===== config.mk =====
export PLATFORM = sky130hd
export DESIGN_NAME = nbodc_update
export DESIGN_NICKNAME = d
export VERILOG_FILES = /design/src/design/nbodc_pkg.sv /design/src/design/nbodc_update.sv
export SDC_FILE = /design/constraint.sdc
export NUM_CORES = 1
export LEC_CHECK = 0
export BUFFER_PORTS_ARGS = -buffer_cell sky130_fd_sc_hd__buf_2
export CAP_MARGIN = 15
export CELL_PAD_IN_SITES_DETAIL_PLACEMENT = 0
export CELL_PAD_IN_SITES_GLOBAL_PLACEMENT = 1
export CORE_ASPECT_RATIO = 0.9
export CORE_MARGIN = 2
export CORE_UTILIZATION = 35
export DETAILED_ROUTE_END_ITERATION = 6
export GPL_TIMING_DRIVEN = 0
export PLACE_DENSITY_LB_ADDON = 0.1
export SETUP_SLACK_MARGIN = 0.05
export SLEW_MARGIN = 20
export SYNTH_ARGS = -nofsm -noshare
export SYNTH_HDL_FRONTEND = slang
export SYNTH_SLANG_ARGS = --single-unit

===== constraint.sdc =====
create_clock -name vclk -period 3.16
set_input_delay 0.632 -clock vclk [all_inputs]
set_output_delay 0.632 -clock vclk [all_outputs]
set_load 0.01 [all_outputs]

===== src/design/nbodc_pkg.sv =====
// Package for the NAND block order-dependency checker: constants, types and helpers.
`timescale 1ns / 1ps

package nbodc_pkg;

  localparam int CHANNELS        = 8;
  localparam int WAYS            = 8;
  localparam int BLOCKS_PER_DIE  = 1024;
  localparam int PAGES_PER_BLOCK = 256;

  localparam int ENTRY_COUNT = CHANNELS * WAYS * BLOCKS_PER_DIE;
  localparam int ENTRY_W     = (ENTRY_COUNT > 1) ? $clog2(ENTRY_COUNT) : 1;

  typedef logic [ENTRY_W-1:0] entry_idx_t;

  typedef enum logic [1:0] {
    MODE_SELECT  = 2'd0,
    MODE_RELEASE = 2'd1,
    MODE_RECORD  = 2'd2
  } mode_e;

  typedef enum logic [1:0] {
    KIND_READ  = 2'd0,
    KIND_WRITE = 2'd1,
    KIND_ERASE = 2'd2
  } kind_e;

  typedef struct packed {
    logic [1:0] mode;
    logic [1:0] req_kind;
    logic [2:0] channel;
    logic [2:0] way;
    logic [9:0] block_index;
    logic [7:0] page_index;
    logic [8:0] programmed_pages;
  } req_t;

  typedef struct packed {
    logic       pass;
    logic       erase_sync_needed;
    logic [8:0] permitted_page;
  } rsp_t;

  typedef struct packed {
    logic [8:0]  next_program_page;
    logic [15:0] waiting_read_count;
    logic        erase_pending;
  } entry_t;

  // Result of one read-modify-write step
  typedef struct packed {
    logic   we;
    entry_t entry;
    rsp_t   rsp;
  } upd_t;

  function automatic logic addr_in_range(req_t req);
    return (int'(req.channel) < CHANNELS) && (int'(req.way) < WAYS) &&
           (int'(req.block_index) < BLOCKS_PER_DIE);
  endfunction

  function automatic entry_idx_t entry_index(req_t req);
    int sum;
    sum = (int'(req.channel) * WAYS + int'(req.way)) * BLOCKS_PER_DIE +
          int'(req.block_index);
    return sum[ENTRY_W-1:0];
  endfunction

endpackage


===== src/design/nbodc_update.sv =====
// Record update logic: checks one request against its block record.
`timescale 1ns / 1ps

module nbodc_update import nbodc_pkg::*; (
  input  req_t   req_i,
  input  entry_t entry_i,
  output upd_t   upd_o
);

  entry_t ent;
  logic   pass;
  logic   sync;
  logic   read_ok;
  logic   cnt_full;
  logic   cnt_zero;

  always_comb begin
    ent      = entry_i;
    pass     = 1'b0;
    sync     = 1'b0;
    read_ok  = {1'b0, req_i.page_index} < entry_i.next_program_page;
    cnt_full = (entry_i.waiting_read_count == '1);
    cnt_zero = (entry_i.waiting_read_count == '0);

    case (req_i.mode)
      MODE_SELECT, MODE_RELEASE: begin
        case (req_i.req_kind)
          KIND_READ: begin
            if (req_i.mode == MODE_SELECT) begin
              sync = entry_i.erase_pending;
              if (read_ok) begin
                pass = 1'b1;
              end else if (!cnt_full) begin
                ent.waiting_read_count = entry_i.waiting_read_count + 16'd1;
              end
            end else if (read_ok) begin
              pass = 1'b1;
              if (!cnt_zero) begin
                ent.waiting_read_count = entry_i.waiting_read_count - 16'd1;
              end
            end
          end
          KIND_WRITE: begin
            if ((int'(req_i.page_index) < PAGES_PER_BLOCK) &&
                ({1'b0, req_i.page_index} == entry_i.next_program_page)) begin
              ent.next_program_page = entry_i.next_program_page + 9'd1;
              pass = 1'b1;
            end
          end
          KIND_ERASE: begin
            if ((entry_i.next_program_page == req_i.programmed_pages) && cnt_zero) begin
              ent.next_program_page = '0;
              ent.erase_pending     = 1'b0;
              pass = 1'b1;
            end else if (req_i.mode == MODE_SELECT) begin
              ent.erase_pending = 1'b1;
            end
          end
          default: ;
        endcase
      end
      MODE_RECORD: begin
        case (req_i.req_kind)
          KIND_READ: begin
            sync = entry_i.erase_pending;
            if (!cnt_full) begin
              ent.waiting_read_count = entry_i.waiting_read_count + 16'd1;
            end
          end
          KIND_ERASE: ent.erase_pending = 1'b1;
          default: ;
        endcase
      end
      default: ;
    endcase

    // Drop requests that address no block
    if (addr_in_range(req_i)) begin
      upd_o.we                    = 1'b1;
      upd_o.entry                 = ent;
      upd_o.rsp.pass              = pass;
      upd_o.rsp.erase_sync_needed = sync;
      upd_o.rsp.permitted_page    = ent.next_program_page;
    end else begin
      upd_o.we    = 1'b0;
      upd_o.entry = entry_i;
      upd_o.rsp   = '0;
    end
  end

endmodule


==> reports/qor.csv <==
metric,value,unit
hold_class,input port to output pin,
fp.dieH,83.6,µm
drtAntennaViolNets,0,
worstPathArrival,2.67,ns
fmax,0.303,GHz
worst_pin_slew,0.716,ns
final_common_cell,buf_2,
nets,572,
vias,3523,
p_seq_frac,0,
drv_slew,0,
mostFrequentLayoutCells,"buf_2, buf_4, nand2_1",
syn_area_per_cell,6.57,µm²
postCtsHoldBufs,0,
finalSetupViolCount,19,
instances_no_fill,584,
ios,101,
start_kind,input port,
synth_seq_area_share,0,
cap_violations,0,
crit_fanout,7,
peakVddDrop,0.0819,mV
firstDrtPassIters,5,
intPower,261,µW
grt-ovfl-total,0,
dpl_cell_area,3000,µm²
drt_iter0_drc,438,
drive_gt1_frac,0.495,
grt_pass1_vias,3207,
cp.required,2.53,ns
power.density,136,nW/µm²
status,"finished, violations left",
combPwrFrac,1.000,
row_count,29,
io_buffers,79,
yosysUniqueCellTypes,68,
coreArea,6930,µm²
finalWorstPathRequiredPeriod,3.30,ns
fin_hold_ws,1.60,ns
seq_cells,0,
viasPerCell,6.03,
grt_usage,0.267,
syn_nets,454,
final_util,0.606,
power.share.clock,0,
violations,negative setup slack,
gp_congestion,0.928,
die-area,7730,µm²
switchingPower,313,µW
cp-end-kind,output pin,
clkbuf_count,0,
rsz0062_at_grt,yes,
grt_first_pass_wirelength,16.9,mm
crit_type,input port to output pin,
critPathCapture,upd_o[16],
num_antenna_cells,0,
start_util,0.356,
hold_viol_final,0,
cp-startpoint,entry_i[1],
dpl.cell_count,547,
p_leak,0.00166,µW
wl,11.2,mm
syn2layout_area_growth,70.5,%
finalCritPeriodShare,1.05,
fin_ws,-0.144,ns
yosysWarnings,0,
dp.final_hpwl,7.62,mm
seqCellArea,0,µm²
grt_max_degree,11,
p_sw_frac,0.545,
finalPower,573,µW
fp.dieW,92.5,µm
drc,0,
slew_headroom,0.523,
netlist_area,2460,µm²
fillers,684,
post-route-cell-area,4200,µm²
synthCells,375,
wl_per_cell,19.1,µm
antenna_found_initial,0,
-- stage by stage --
stage / TNS (ns) / worst slack [ns]
finish: -1.25 / -0.144
global route: -2.96 / -0.190
CTS: -0.650 / -0.0797
detailed placement: -19.05 / -0.994
global placement: -19.86 / -1.02
floorplan: 0 / 0.0605
-- kinds of logic after synthesis --
group | count (synthesis) | share of synthesized area
AO/OA/AOI/OAI | 90 | 0.261
adder cells (fa/ha/maj) | 16 | 0.0812
buffers and inverters | 61 | 0.126
AND/OR/NAND/NOR | 182 | 0.439
other | 1 | 0.00152
XOR/XNOR | 19 | 0.0675
multiplexers | 6 | 0.0244
-- power by group through the flow --
stage | registers, µW | logic (µW) | clock network, µW
floorplan | 0 | 237 | 0
detailed placement | 0 | 378 | 0
global placement | 0 | 379 | 0
global route | 0 | 607 | 0
finish | 0 | 573 | 0
CTS | 0 | 519 | 0
-- metal layers --
metal	track usage	part of all wire	vias to the layer above
met4	0.0543	0.025	0
li1	-	-	1647
met3	0.0271	0.090	30
met5	0	0	-
met1	0.406	0.45	1629
met2	0.402	0.44	217
-- worst min-delay path by stage --
stage	to	depth (start not counted)	slack, ns	from
3_3_place_gp	upd_o[11]	3	1.60	entry_i[0]
3_5_place_dp	upd_o[11]	3	1.61	entry_i[0]
6_report	upd_o[11]	3	1.60	entry_i[0]
2_1_floorplan	upd_o[17]	1	1.34	entry_i[6]
4_1_cts	upd_o[7]	3	1.60	entry_i[24]
5_1_grt	upd_o[11]	3	1.63	entry_i[0]
-- timing repair --
item,4_1_cts,5_1_grt
gates cloned,3,1
setup endpoints to repair,36,35
endpoints found under the hold margin,0,0
resized for setup,151,48
setup buffers,27,8
pin swaps,48,26
-- cell usage after synthesis, types with 3 or more instances --
master     instances  area, µm²
or4_1              5       37.5
buf_4             14        105
o311ai_0           3       26.3
nand2_1           40        150
o22a_1             8       70.1
xnor2_1           14        123
nand2b_1           5       31.3
or2_2              3       18.8
clkbuf_1          14       52.6
xor2_1             5       43.8
nand4_1           15       93.8
o41ai_1            4       35.0
o2bb2ai_1          3       26.3
buf_2              8       40.0
a31oi_1            5       31.3
ha_1              16        200
nor2_1            26       97.6
a221oi_1           3       26.3
nor4_1            10       62.6
a21o_1             4       30.0
nand3_1           19       95.1
and2_1             4       25.0
a311oi_1           3       26.3
o21ai_0           16       80.1
nand4_2            3       37.5
a211oi_1           5       37.5
a21oi_1           14       70.1
inv_1             20       75.1
o22ai_1            3       18.8
and3_1             6       37.5
or3_1              5       31.3
mux2i_1            6       60.1
nor3_1            20        100
-- critical path: stages --
cell and delay [ns]:
buf_8 0.09, ha_4 0.19, nand4_4 0.19, nor4_2 0.50
nand2b_1 0.33, or4_1 0.16, o21ai_1 0.06, a221oi_1 0.33
buf_2 0.19
-- final cells by class --
class              count  area, µm²  share of cell area
multi-input cells    314       2780               0.661
well taps             93        116              0.0277
inverters             21        111              0.0265
repair buffers       118        905               0.215
plain buffers         38        294              0.0700
No activity file was read; power rests on OpenSTA's default activity.
